File: src/hdl/assert_macros.svh
// Assertion helpers shared by the RTL. Synthesis builds see empty bodies.
`ifndef ASSERT_MACROS_SVH
`define ASSERT_MACROS_SVH

`ifndef SYNTHESIS

// Check a property on every rising edge outside of reset.
`define ASSERT_PROP(lbl, clk, rst_n, prop, msg) \
    lbl: assert property (@(posedge clk) disable iff (!rst_n) (prop)) else $error(msg);

// Check that a condition never holds outside of reset.
`define ASSERT_NEVER(lbl, clk, rst_n, cond, msg) \
    lbl: assert property (@(posedge clk) disable iff (!rst_n) !(cond)) else $error(msg);

`else

`define ASSERT_PROP(lbl, clk, rst_n, prop, msg)
`define ASSERT_NEVER(lbl, clk, rst_n, cond, msg)

`endif

`endif

File: src/hdl/spf_pkg.sv
`timescale 1ns / 1ps
`default_nettype none

package spf_pkg;

    localparam int SAMPLE_FIELD_W = 32;
    localparam int POS_W          = 32;

    // One sample held in the input register.
    typedef struct packed {
        logic                      valid;
        logic [SAMPLE_FIELD_W-1:0] sample_value;
        logic                      run_end;
    } item_t;

endpackage

`default_nettype wire

File: src/hdl/spf_ifs.sv
`timescale 1ns / 1ps
`default_nettype none

interface spf_sample_if;
    logic                               valid;
    logic                               ready;
    logic [spf_pkg::SAMPLE_FIELD_W-1:0] sample_value;
    logic                               run_end;

    modport source (output valid, output sample_value, output run_end, input ready);
    modport sink   (input valid, input sample_value, input run_end, output ready);
endinterface

interface spf_result_if;
    logic                             valid;
    logic                             ready;
    logic signed [spf_pkg::POS_W-1:0] peak_position;

    modport source (output valid, output peak_position, input ready);
    modport sink   (input valid, input peak_position, output ready);
endinterface

`default_nettype wire

File: src/hdl/spf_in_reg.sv
`timescale 1ns / 1ps
`default_nettype none
`include "assert_macros.svh"

module spf_in_reg (
    input  wire logic           clk,
    input  wire logic           rst_n,
    spf_sample_if.sink          sample_in,
    input  wire logic           take,
    output spf_pkg::item_t      item
);

    logic                               valid_reg;
    logic                               valid_next;
    logic [spf_pkg::SAMPLE_FIELD_W-1:0] sample_reg;
    logic                               run_end_reg;
    logic                               accept;

    assign sample_in.ready = !valid_reg || take;
    assign accept          = sample_in.valid && sample_in.ready;

    always_comb
    begin
        valid_next = valid_reg;
        if (accept)
        begin
            valid_next = 1'b1;
        end
        else if (take)
        begin
            valid_next = 1'b0;
        end
    end

    always_ff @(posedge clk or negedge rst_n)
    begin
        if (!rst_n)
        begin
            valid_reg <= 1'b0;
        end
        else
        begin
            valid_reg <= valid_next;
        end
    end

    always_ff @(posedge clk)
    begin
        if (accept)
        begin
            sample_reg  <= sample_in.sample_value;
            run_end_reg <= sample_in.run_end;
        end
    end

    assign item.valid        = valid_reg;
    assign item.sample_value = sample_reg;
    assign item.run_end      = run_end_reg;

    // A held sample must not change until the tracker takes it.
    `ASSERT_PROP(a_hold_until_taken, clk, rst_n,
        valid_reg && !take |=> valid_reg && $stable(sample_reg) && $stable(run_end_reg),
        "input register changed before it was taken")

endmodule

`default_nettype wire

File: src/hdl/spf_track.sv
`timescale 1ns / 1ps
`default_nettype none
`include "assert_macros.svh"

module spf_track #(
    parameter int SAMPLE_BITS    = 32,
    parameter int MAX_RUN_LENGTH = 65536
) (
    input  wire logic                             clk,
    input  wire logic                             rst_n,
    input  wire spf_pkg::item_t                   item,
    output logic                                  take,
    input  wire logic signed [spf_pkg::POS_W-1:0] start_position,
    spf_result_if.source                          result_out
);

    localparam int SW     = (SAMPLE_BITS < spf_pkg::SAMPLE_FIELD_W) ?
                            SAMPLE_BITS : spf_pkg::SAMPLE_FIELD_W;
    localparam int SUM_W  = SW + 2;
    localparam int CNT_RAW = $clog2(MAX_RUN_LENGTH + 1);
    localparam int CNT_W  = (CNT_RAW > 2) ? CNT_RAW : 2;

    logic [SW-1:0]    older_reg;
    logic [SW-1:0]    newer_reg;
    logic [CNT_W-1:0] seen_reg;
    logic [SUM_W-1:0] best_sum_reg;
    logic [CNT_W-1:0] best_off_reg;

    logic [SUM_W-1:0] best_sum_next;
    logic [CNT_W-1:0] best_off_next;
    logic [CNT_W-1:0] offset;

    logic                             out_valid_reg;
    logic                             out_valid_next;
    logic signed [spf_pkg::POS_W-1:0] peak_reg;

    logic [SW-1:0]    v;
    logic [CNT_W-1:0] k;
    logic             k_is1;
    logic             k_is2;
    logic             k_ge2;
    logic             last;
    logic             fire;
    logic [SUM_W-1:0] head_sum;
    logic [SUM_W-1:0] mid_sum;
    logic [SUM_W-1:0] tail_sum;

    always_comb
    begin
        v     = item.sample_value[SW-1:0];
        k     = seen_reg;
        k_is1 = (k == CNT_W'(1));
        k_is2 = (k == CNT_W'(2));
        k_ge2 = (k >= CNT_W'(2));
        // The longest allowed run ends on its final sample regardless of the flag.
        last  = item.run_end || (k == CNT_W'(MAX_RUN_LENGTH - 1));

        head_sum = (SUM_W'(newer_reg) << 1) + SUM_W'(v);
        mid_sum  = SUM_W'(older_reg) + SUM_W'(newer_reg) + SUM_W'(v);
        tail_sum = SUM_W'(newer_reg) + (SUM_W'(v) << 1);

        best_sum_next = best_sum_reg;
        best_off_next = best_off_reg;
        offset        = '0;

        if (k_is1)
        begin
            best_sum_next = head_sum;
            best_off_next = '0;
            if (tail_sum > head_sum)
            begin
                offset = CNT_W'(1);
            end
        end
        else if (k_ge2)
        begin
            if (mid_sum > best_sum_reg)
            begin
                best_sum_next = mid_sum;
                best_off_next = k - CNT_W'(1);
            end
            if (k_is2)
            begin
                // Three-sample run: compare the raw samples directly.
                if (older_reg > newer_reg && older_reg > v)
                begin
                    offset = '0;
                end
                else if (newer_reg > v)
                begin
                    offset = CNT_W'(1);
                end
                else
                begin
                    offset = CNT_W'(2);
                end
            end
            else if (tail_sum > best_sum_next)
            begin
                offset = k;
            end
            else
            begin
                offset = best_off_next;
            end
        end
    end

    // A sample that ends a run waits while an earlier result is still unread.
    assign fire = item.valid && (!last || !out_valid_reg || result_out.ready);
    assign take = fire;

    always_comb
    begin
        out_valid_next = out_valid_reg;
        if (fire && last)
        begin
            out_valid_next = 1'b1;
        end
        else if (result_out.ready)
        begin
            out_valid_next = 1'b0;
        end
    end

    always_ff @(posedge clk or negedge rst_n)
    begin
        if (!rst_n)
        begin
            older_reg     <= '0;
            newer_reg     <= '0;
            seen_reg      <= '0;
            best_sum_reg  <= '0;
            best_off_reg  <= '0;
            out_valid_reg <= 1'b0;
        end
        else
        begin
            out_valid_reg <= out_valid_next;
            if (fire)
            begin
                if (last)
                begin
                    older_reg    <= '0;
                    newer_reg    <= '0;
                    seen_reg     <= '0;
                    best_sum_reg <= '0;
                    best_off_reg <= '0;
                end
                else
                begin
                    older_reg    <= newer_reg;
                    newer_reg    <= v;
                    seen_reg     <= k + CNT_W'(1);
                    best_sum_reg <= best_sum_next;
                    best_off_reg <= best_off_next;
                end
            end
        end
    end

    always_ff @(posedge clk)
    begin
        if (fire && last)
        begin
            peak_reg <= start_position + spf_pkg::POS_W'(offset);
        end
    end

    assign result_out.valid         = out_valid_reg;
    assign result_out.peak_position = peak_reg;

    `ASSERT_NEVER(a_seen_in_range, clk, rst_n,
        seen_reg > CNT_W'(MAX_RUN_LENGTH - 1),
        "sample count passed the longest run")

    `ASSERT_PROP(a_run_cleared, clk, rst_n,
        fire && last |=> seen_reg == '0 && best_sum_reg == '0,
        "run state not cleared after a result")

    `ASSERT_PROP(a_result_has_cause, clk, rst_n,
        !out_valid_reg ##1 out_valid_reg |-> $past(fire && last),
        "result appeared without a closing sample")

    `ASSERT_PROP(a_best_behind_count, clk, rst_n,
        best_off_reg < seen_reg || (seen_reg == '0 && best_off_reg == '0),
        "best position lies beyond the samples seen")

endmodule

`default_nettype wire

File: src/hdl/smoothed_peak_position_finder.sv
`timescale 1ns / 1ps
`default_nettype none

// Smoothed peak position finder. Samples of a run arrive one transaction at a
// time on sample_in, with run_end set on the last one. For every position the
// block forms the sum of the sample and its two neighbors (the edge sample
// counts twice at either end of the run), keeps the largest sum with the
// earliest position winning ties, and on the last sample sends one
// transaction on result_out: start_position plus the offset of that peak,
// wrapping at 32 bits. A run of one sample returns start_position; a run of
// exactly three picks its position by direct strict comparison of the raw
// samples. A run is closed by force on its MAX_RUN_LENGTH-th sample. Only the
// low SAMPLE_BITS bits of each sample are used; sums carry two extra bits so
// they never wrap. The block takes one sample per clock cycle without gaps
// but while an earlier result is unread a closing sample waits. A closing
// sample lands in the input register; once taken, the add-compare of the
// sums and the start-plus-offset add load the result register, which
// is the critical path. While a result waits unread, samples that do
// not close a run keep flowing. Write start_position through cfg_we and
// cfg_wdata only while no run is in progress; it is read when a result forms.

module smoothed_peak_position_finder #(
    parameter int SAMPLE_BITS    = 32,
    parameter int MAX_RUN_LENGTH = 65536
) (
    input  wire logic                             clk,
    input  wire logic                             rst_n,
    spf_sample_if.sink                            sample_in,
    spf_result_if.source                          result_out,
    input  wire logic                             cfg_we,
    input  wire logic signed [spf_pkg::POS_W-1:0] cfg_wdata
);

    logic signed [spf_pkg::POS_W-1:0] start_reg;
    spf_pkg::item_t                   item;
    logic                             take;

    // Hold the run start position; reset puts it at zero.
    always_ff @(posedge clk or negedge rst_n)
    begin
        if (!rst_n)
        begin
            start_reg <= '0;
        end
        else if (cfg_we)
        begin
            start_reg <= cfg_wdata;
        end
    end

    // Register each accepted sample before it meets the run state.
    spf_in_reg u_in_reg (
        .clk       (clk),
        .rst_n     (rst_n),
        .sample_in (sample_in),
        .take      (take),
        .item      (item)
    );

    // Advance the run state and drive the result register.
    spf_track #(
        .SAMPLE_BITS    (SAMPLE_BITS),
        .MAX_RUN_LENGTH (MAX_RUN_LENGTH)
    ) u_track (
        .clk            (clk),
        .rst_n          (rst_n),
        .item           (item),
        .take           (take),
        .start_position (start_reg),
        .result_out     (result_out)
    );

endmodule

`default_nettype wire

File: src/flat_wrapper.sv
// flat-port wrapper written by rule: the top's interface ports become plain ports
module smoothed_peak_position_finder_flat 
#(
    parameter int SAMPLE_BITS    = 32,
    parameter int MAX_RUN_LENGTH = 65536
)
  (clk, rst_n, cfg_we, cfg_wdata, sample_in_valid, sample_in_sample_value, sample_in_run_end, sample_in_ready, result_out_valid, result_out_peak_position, result_out_ready);
  spf_sample_if sample_in_i ();
  spf_result_if result_out_i ();
  input  wire logic clk;
  input  wire logic rst_n;
  input  wire logic cfg_we;
  input  wire logic signed [spf_pkg::POS_W-1:0] cfg_wdata;
  input wire logic [$bits(sample_in_i.valid)-1:0] sample_in_valid;
  input wire logic [$bits(sample_in_i.sample_value)-1:0] sample_in_sample_value;
  input wire logic [$bits(sample_in_i.run_end)-1:0] sample_in_run_end;
  output wire logic [$bits(sample_in_i.ready)-1:0] sample_in_ready;
  output wire logic [$bits(result_out_i.valid)-1:0] result_out_valid;
  output wire logic [$bits(result_out_i.peak_position)-1:0] result_out_peak_position;
  input wire logic [$bits(result_out_i.ready)-1:0] result_out_ready;
  assign sample_in_i.valid = sample_in_valid;
  assign sample_in_i.sample_value = sample_in_sample_value;
  assign sample_in_i.run_end = sample_in_run_end;
  assign sample_in_ready = sample_in_i.ready;
  assign result_out_valid = result_out_i.valid;
  assign result_out_peak_position = result_out_i.peak_position;
  assign result_out_i.ready = result_out_ready;
  smoothed_peak_position_finder #(.SAMPLE_BITS(SAMPLE_BITS), .MAX_RUN_LENGTH(MAX_RUN_LENGTH)) u_core (.clk(clk), .rst_n(rst_n), .sample_in(sample_in_i), .result_out(result_out_i), .cfg_we(cfg_we), .cfg_wdata(cfg_wdata));
endmodule
File: config.mk
export PLATFORM = sky130hd
export DESIGN_NAME = smoothed_peak_position_finder_flat
export DESIGN_NICKNAME = d
export VERILOG_FILES = /design/src/hdl/spf_pkg.sv /design/src/hdl/spf_ifs.sv /design/src/hdl/spf_in_reg.sv /design/src/hdl/spf_track.sv /design/src/hdl/smoothed_peak_position_finder.sv /design/src/flat_wrapper.sv
export VERILOG_INCLUDE_DIRS = /design/src /design/src/hdl
export SDC_FILE = /design/constraint.sdc
export NUM_CORES = 1
export LEC_CHECK = 0
export BUFFER_PORTS_ARGS = -buffer_cell sky130_fd_sc_hd__clkbuf_2
export CAP_MARGIN = 20
export CORE_MARGIN = 8
export CORE_UTILIZATION = 30
export CTS_BUF_LIST = sky130_fd_sc_hd__clkbuf_8
export DETAILED_ROUTE_END_ITERATION = 12
export PLACE_DENSITY = 0.5
export SYNTH_ARGS = -nofsm -noshare
export SYNTH_HDL_FRONTEND = slang
export SYNTH_SLANG_ARGS = --single-unit
File: constraint.sdc
create_clock -name clk -period 11.4 [get_ports clk]
set_clock_uncertainty 0.1 [all_clocks]
set_input_delay 2.85 -clock clk [delete_from_list [all_inputs] [get_ports clk]]
set_output_delay 2.85 -clock clk [all_outputs]
set_load 0.05 [all_outputs]
Word-level counts from Yosys, hierarchy flattened
Index checks and enable logic that the tools add are counted.

cells by class
  multiplexer cells = 24
  eq/ne operators = 3
  shift-type cells = 0
  $mul = 0
  bitwise gates (word level) = 0
  order comparisons = 7
  reductions and logical operators = 15
  divide/modulo/power cells = 0
  $add $sub $neg = 7

operator list
  cell                     number
  $mux W34                 6
  $mux W17                 9
  $gt A34 B34 Y1           3
  $gt A32 B32 Y1           3
  $add A33 B32 Y34         2
  $mux W32                 2
  $add A32 B33 Y34         1
  $add A32 B32 Y33         1
  $add A32 B17 Y32         1
  $add A17 B1 Y17 const B  1
  $eq A17 B1 Y1 const B    1
  $eq A17 B16 Y1 const B   1
  $eq A17 B2 Y1 const B    1
  $ge A17 B2 Y1 const B    1
  $sub A17 B1 Y17 const B  1
  $mux W1                  5
  $logic_and A1 B1 Y1      4
  $logic_or A1 B1 Y1       4
  $mux W2                  2
  $reduce_bool A2 Y1       2
  $logic_not A1 Y1         3
  $reduce_bool A3 Y1       1
  $reduce_and A2 Y1        1

word-level totals
  ROM bits = 0
  memory bits (writable) = 0
  memories kept = 0
  input bits = 70
  register bits after elaboration = 231
  bits in latches = 0
  logic and storage cells = 67

Longest topological paths before layout
  word-level depth = 12
  gate-level depth with buffers = 47
  depth with buffers taken out = 43

By module
Synthesis repeated with hierarchy kept, for this count alone.

unflattened totals
  cells, all modules = 2,187
  area, all modules = 20,637.3 um^2

by module, submodules not included
  module                         cells each  area each (um^2)  instances
  spf_track                      2,080       18,232.5          1
  smoothed_peak_position_finder  68          1,345.0           1
  spf_in_reg                     39          1,059.8           1

Worst setup path after synthesis
No wires, ideal clock.

  kind = register to register
  start point = register u_core.u_track.newer_reg[1]
  end point = register u_core.u_track.peak_reg (netlist bit u_core.u_track.result_out.peak_position[30]) (data pin)
  path slack = 1.697 ns
  required time = 11.039 ns
  arrival = 9.343 ns
  stages on the path, launching flop included = 47
  buffers on the path = 4
  clock period less this slack = 9.703 ns
  path through = dfrtp_1 > fa_1 > ha_1 > inv_1 > fa_1 > nor2b_1 > o31a_1 > o311ai_2 > a31oi_1 > nor3_1 > o31ai_1 > nand3_1 > a21oi_1 > ha_1 > a21o_1 > a21o_1 > a21oi_1 > o21ai_0 > (+11 left out) > a221oi_1 > o211ai_1 > and2_1 > clkbuf_1 > o221a_2 > nand3b_1 > ha_1 > inv_1 > fa_1 > nor2b_1 > o21ai_0 > a21boi_0 > o311ai_1 > a31oi_1 > a41o_1 > a21boi_1 > nor2b_1 > xor2_1

between the ends
  longest elaborated chain between the ends = 12
  elaborated cells on any way between the ends = 22
  classes of those cells = add/sub: 5; order compare: 5; mux: 11; reduce/logical: 1

ends and longest elaborated chain
  what                    RTL line          text
  start, declared         spf_track.sv:24   logic [SW-1:0] newer_reg;
  start signal, assigned  spf_track.sv:153  newer_reg <= v;
  $add A32 B32 Y33        spf_track.sv:59   mid_sum = SUM_W'(older_reg) + SUM_W'(newer_reg) + SUM_W'(v);
  $add A33 B32 Y34        spf_track.sv:59
  $gt A34 B34 Y1          spf_track.sv:77   if (mid_sum > best_sum_reg)
  $mux W34                spf_track.sv:77
  $mux W34                spf_track.sv:75   else if (k_ge2)
  $mux W34                spf_track.sv:66   if (k_is1)
  $gt A34 B34 Y1          spf_track.sv:98   else if (tail_sum > best_sum_next)
  $mux W17                spf_track.sv:98
  $mux W17                spf_track.sv:82   if (k_is2)
  $mux W17                spf_track.sv:75
  $mux W17 (*)            spf_track.sv:66
  $add A32 B17 Y32 (*)    spf_track.sv:166  peak_reg <= start_position + spf_pkg::POS_W'(offset);
  end signal, assigned    spf_track.sv:166
  end, declared           spf_track.sv:35   logic signed [spf_pkg::POS_W-1:0] peak_reg;

Mark *: on every way between the ends. The rest lies on a longest branch, timed or not. The select of a mux whose other input is x is not followed.
A chain may end at the register's enable or synchronous reset.

Worst setup path in the final report
  start point = register u_core.u_in_reg.sample_reg[1] in the netlist's numbering
  end point = register u_core.u_track.peak_reg (netlist bit u_core.u_track.result_out.peak_position[30]) (data pin)

between the ends
  longest elaborated chain between the ends = 11
  elaborated cells on any way between the ends = 21
  classes of those cells = add/sub: 4; order compare: 5; mux: 11; reduce/logical: 1

ends and longest elaborated chain
  what                    RTL line          text
  start, declared         spf_in_reg.sv:15  logic [spf_pkg::SAMPLE_FIELD_W-1:0] sample_reg;
  start signal, assigned  spf_in_reg.sv:51  sample_reg <= sample_in.sample_value;
  $add A33 B32 Y34        spf_track.sv:59
  $gt A34 B34 Y1          spf_track.sv:77
  $mux W34                spf_track.sv:77
  $mux W34                spf_track.sv:75
  $mux W34                spf_track.sv:66
  $gt A34 B34 Y1          spf_track.sv:98
  $mux W17                spf_track.sv:98
  $mux W17                spf_track.sv:82
  $mux W17                spf_track.sv:75
  $mux W17 (*)            spf_track.sv:66
  $add A32 B17 Y32 (*)    spf_track.sv:166

Marks and branches as above.

==> results.md <==
- Slew headroom: 0.335
- Routed WL per cell: 20.3 microns
- Share of post-route cells with drive strength above 1: 0.114
- Sw Ratio: 0.472
- Post-route DRC: 0
- Post-layout min period: 10.57 ns
- Seq/Total Area, Yosys: 0.298
- Slew @ Worst Pin: 0.998 ns
- Commonest register cell after synthesis: dfrtp_1
- Overflow after GRT: 0
- Reg2Reg Depth: 41
- Worst hold path type: reg -> reg
- Max Slew Vio Count: 0
- CP Capture Point: u_core.u_track.result_out.peak_position[30]$_DFFE_PP_
- Seq cells post-synth: 231
- Leakage: 10.9 nW
- Largest register FFs: 34
- Routed vias/inst: 5.31
- Mapped Avg Cell Area: 9.22 sq um
- Asr flop ratio synth: 0.719
- Final #Nets: 2754
- First-pass iteration count of the detailed router: 5
- Port Buffers: 103
- Clock Path Buffers: 3
- Worst reg-to-reg setup slack: 0.83 ns
- Critical Path RT: 11.69 ns
- Synth cell types: 83
- DRT Wirelength: 66100 microns
- Ports: 104
- Share of power burned in registers: 0.215
- Unrepaired setup endpoints after global routing: false
- Synth Net Count: 2642
- Clock slew at reported path FFs: 0.07 ns
- Area contributors post-synth: dfrtp_1 20%, ha_1 19%, edfxtp_1 9.5%
- Crit. Startpoint: u_core.u_in_reg.sample_reg[1]$_DFFE_PP_
- Hold Startpoint: u_core.u_track.best_off_reg[10]$_DFFE_PN0P_
- Root Driver: clkbuf_8
- Routability cong.: 0.876
- VDD IR max: 0.156 mV
- Setup TNS: 0 ns
- Post-synth EDFFs: 65
- CP Class: reg -> reg
- Sinks on Clock Net: 231
- DR vias: 17300
- Die outline height: 277 microns
- Min-Delay Path Depth: 2
- Core Footprint: 68100 sq um
- Die footprint: 77000 sq um
- Post-Place Cells: 3159
- Post-Synthesis Cells: 2224
- Slowest-stage cell, CP: fa_1
- Final period utilization: 0.927
- Hold Slack: 0.384 ns
- Hold-fix buffer count after cts: 0
- DIE WIDTH: 277 microns
- Count of antenna-violating nets left after detailed routing: 0
- CP Data Arrival Time: 10.86 ns
- Total CTS buffers: 48
- Tot GR Track Use: 0.168
- Antenna violations before repair: 1
- CP Capture Type: flip-flop
- Fmax: 94.6 MHz
- Worst r2r dst: u_core.u_track.result_out.peak_position[30]$_DFFE_PP_
- Final Setup Violations: 0
- Pwr dens: 234 nW/um^2
- Critical register-to-register path startpoint: u_core.u_in_reg.sample_reg[1]$_DFFE_PP_
- Worst path max stage delay: 0.53 ns
- Final Hold Viols: 0
- Starting DRT DRC Count: 1046
- Post-DP HPWL: 52100 microns
- Clock Latency Late Sink: 0.65 ns
- Starting density of the core: 0.301
- Internal: 2.86 mW
- Synth Cell Area: 20500 sq um
- Largest net degree at the start of global routing: 66
- CP Max Fanout: 16
- Utilization after layout: 0.340
- CTS tree: done
- Synth warnings: 0
- Max Cap Violations: 0
- FP Rows: 96
- Final Non-Filler Cells: 3259
- Comb pwr share: 0.623
- Switching power: 2.55 mW
- Cell repeated most along the worst path: ha_1
- Area leader, netlist: dfrtp_1
- First-pass GRT wire length: 104000 microns
- Number of global-route vias before repair: 17800
- Area Overhead vs Synth: 12.8%
- Status: complete, no violations
- Clk pwr share: 0.161
- Setup crit start kind: flip-flop
- Htree depth: 2
- Post-synth top area share: 0.203
cell type report:
cell class	instances	area, sq um
antenna	1	2.50
clock buffer	53	729
clock inverter	37	214
fill	6980	45000
inverter	143	537
multi-input combinational	1782	13700
sequential	231	6110
tap	882	1100
timing repair buffer	130	767
layout by cell type (no fill, tap or decap), types with 17 or more instances in the layout:
cell and count:
a21o_1 113, a21oi_1 144, buf_4 23, clkbuf_2 103, clkbuf_8 53, dfrtp_1 166, edfxtp_1 65, fa_1 36
ha_1 312, inv_1 163, mux2_2 39, mux2i_1 26, nand2_1 202, nand2b_1 17, nand3_1 33, nand4_1 58
nor2_1 123, nor2b_1 24, nor3_1 27, o21a_1 25, o21ai_0 162, o21bai_1 17, o22ai_1 37, xnor2_1 78
xor2_1 48
metrics by stage:
stage | power, mW | instance area, sq um | setup WS (ns)
floorplan | 3.53 | 20500 | 1.70
global placement | 4.41 | 22000 | 0.367
global route | 5.89 | 23100 | 0.0462
finish | 5.41 | 23100 | 0.834
CTS | 5.37 | 23000 | 0.0307
detailed placement | 4.45 | 22000 | 0.0727
metal layers:
| layer | global-route usage | routed length, microns |
|---|---|---|
| met2 | 0.287 | 31600 |
| met5 | 0 | 0 |
| met3 | 0.0224 | 2400 |
| met4 | 0.0486 | 1670 |
| met1 | 0.219 | 30400 |
synthesized netlist by cell type, types with 26 or more instances:
cell      instances
fa_1             36
ha_1            312
o21ai_0         164
xnor2_1          78
nand2_1         203
a21o_1          113
mux2i_1          26
nand4_1          58
edfxtp_1         65
nor3_1           27
o22ai_1          37
mux2_2           39
nand3_1          33
nor2_1          125
inv_1           143
xor2_1           48
clkbuf_1         51
a21oi_1         144
dfrtp_1         166
power by group through the flow:
stage | Clock (mW) | Sequential (mW) | Combinational (mW)
floorplan | 0 | 1.21 | 2.32
global placement | 0 | 1.18 | 3.23
detailed placement | 0 | 1.18 | 3.27
CTS | 0.914 | 1.17 | 3.29
global route | 0.947 | 1.19 | 3.76
finish | 0.872 | 1.16 | 3.37
what timing repair did:
| action | 4_1_cts | 5_1_grt |
|---|---|---|
| resized for setup | 0 | 9 |
| setup endpoints to repair | 0 | 16 |
| buffers inserted | 0 | 6 |
| endpoints found under the hold margin | 0 | 0 |
worst min path at each step:
| stage | endpoint | slack [ns] |
|---|---|---|
| 4_1_cts | u_core.u_track.best_off_reg[5]$_DFFE_PN0P_ | 0.39 |
| 5_1_grt | u_core.u_track.best_off_reg[10]$_DFFE_PN0P_ | 0.41 |
| 6_report | u_core.u_track.best_off_reg[10]$_DFFE_PN0P_ | 0.38 |
| 2_1_floorplan | u_core.u_track.best_off_reg[1]$_DFFE_PN0P_ | 0.34 |
| 3_3_place_gp | u_core.u_track.best_off_reg[4]$_DFFE_PN0P_ | 0.36 |
| 3_5_place_dp | u_core.u_track.best_off_reg[5]$_DFFE_PN0P_ | 0.37 |
critical path, delay by kind of cell (launching register included):
kind | cells | cell delay, ns
buffers and inverters | 3 | 0.45
xor gates and xnor gates | 2 | 0.52
DFF | 1 | 0.51
adders and majority gates | 6 | 2.09
and+or+nand+nor | 8 | 1.38
AOI/OAI and AO/OA | 22 | 5.24
logic make-up after synthesis:
| kind of cell | share of synthesized area |
|---|---|
| flip-flops | 0.298 |
| AO/OA/AOI/OAI | 0.217 |
| AND/OR/NAND/NOR | 0.132 |
| multiplexers | 0.0341 |
| adder cells (fa/ha/maj) | 0.226 |
| buffers and inverters | 0.0396 |
| XOR/XNOR | 0.0538 |
Note: power is estimated with default switching activity, not from simulation.
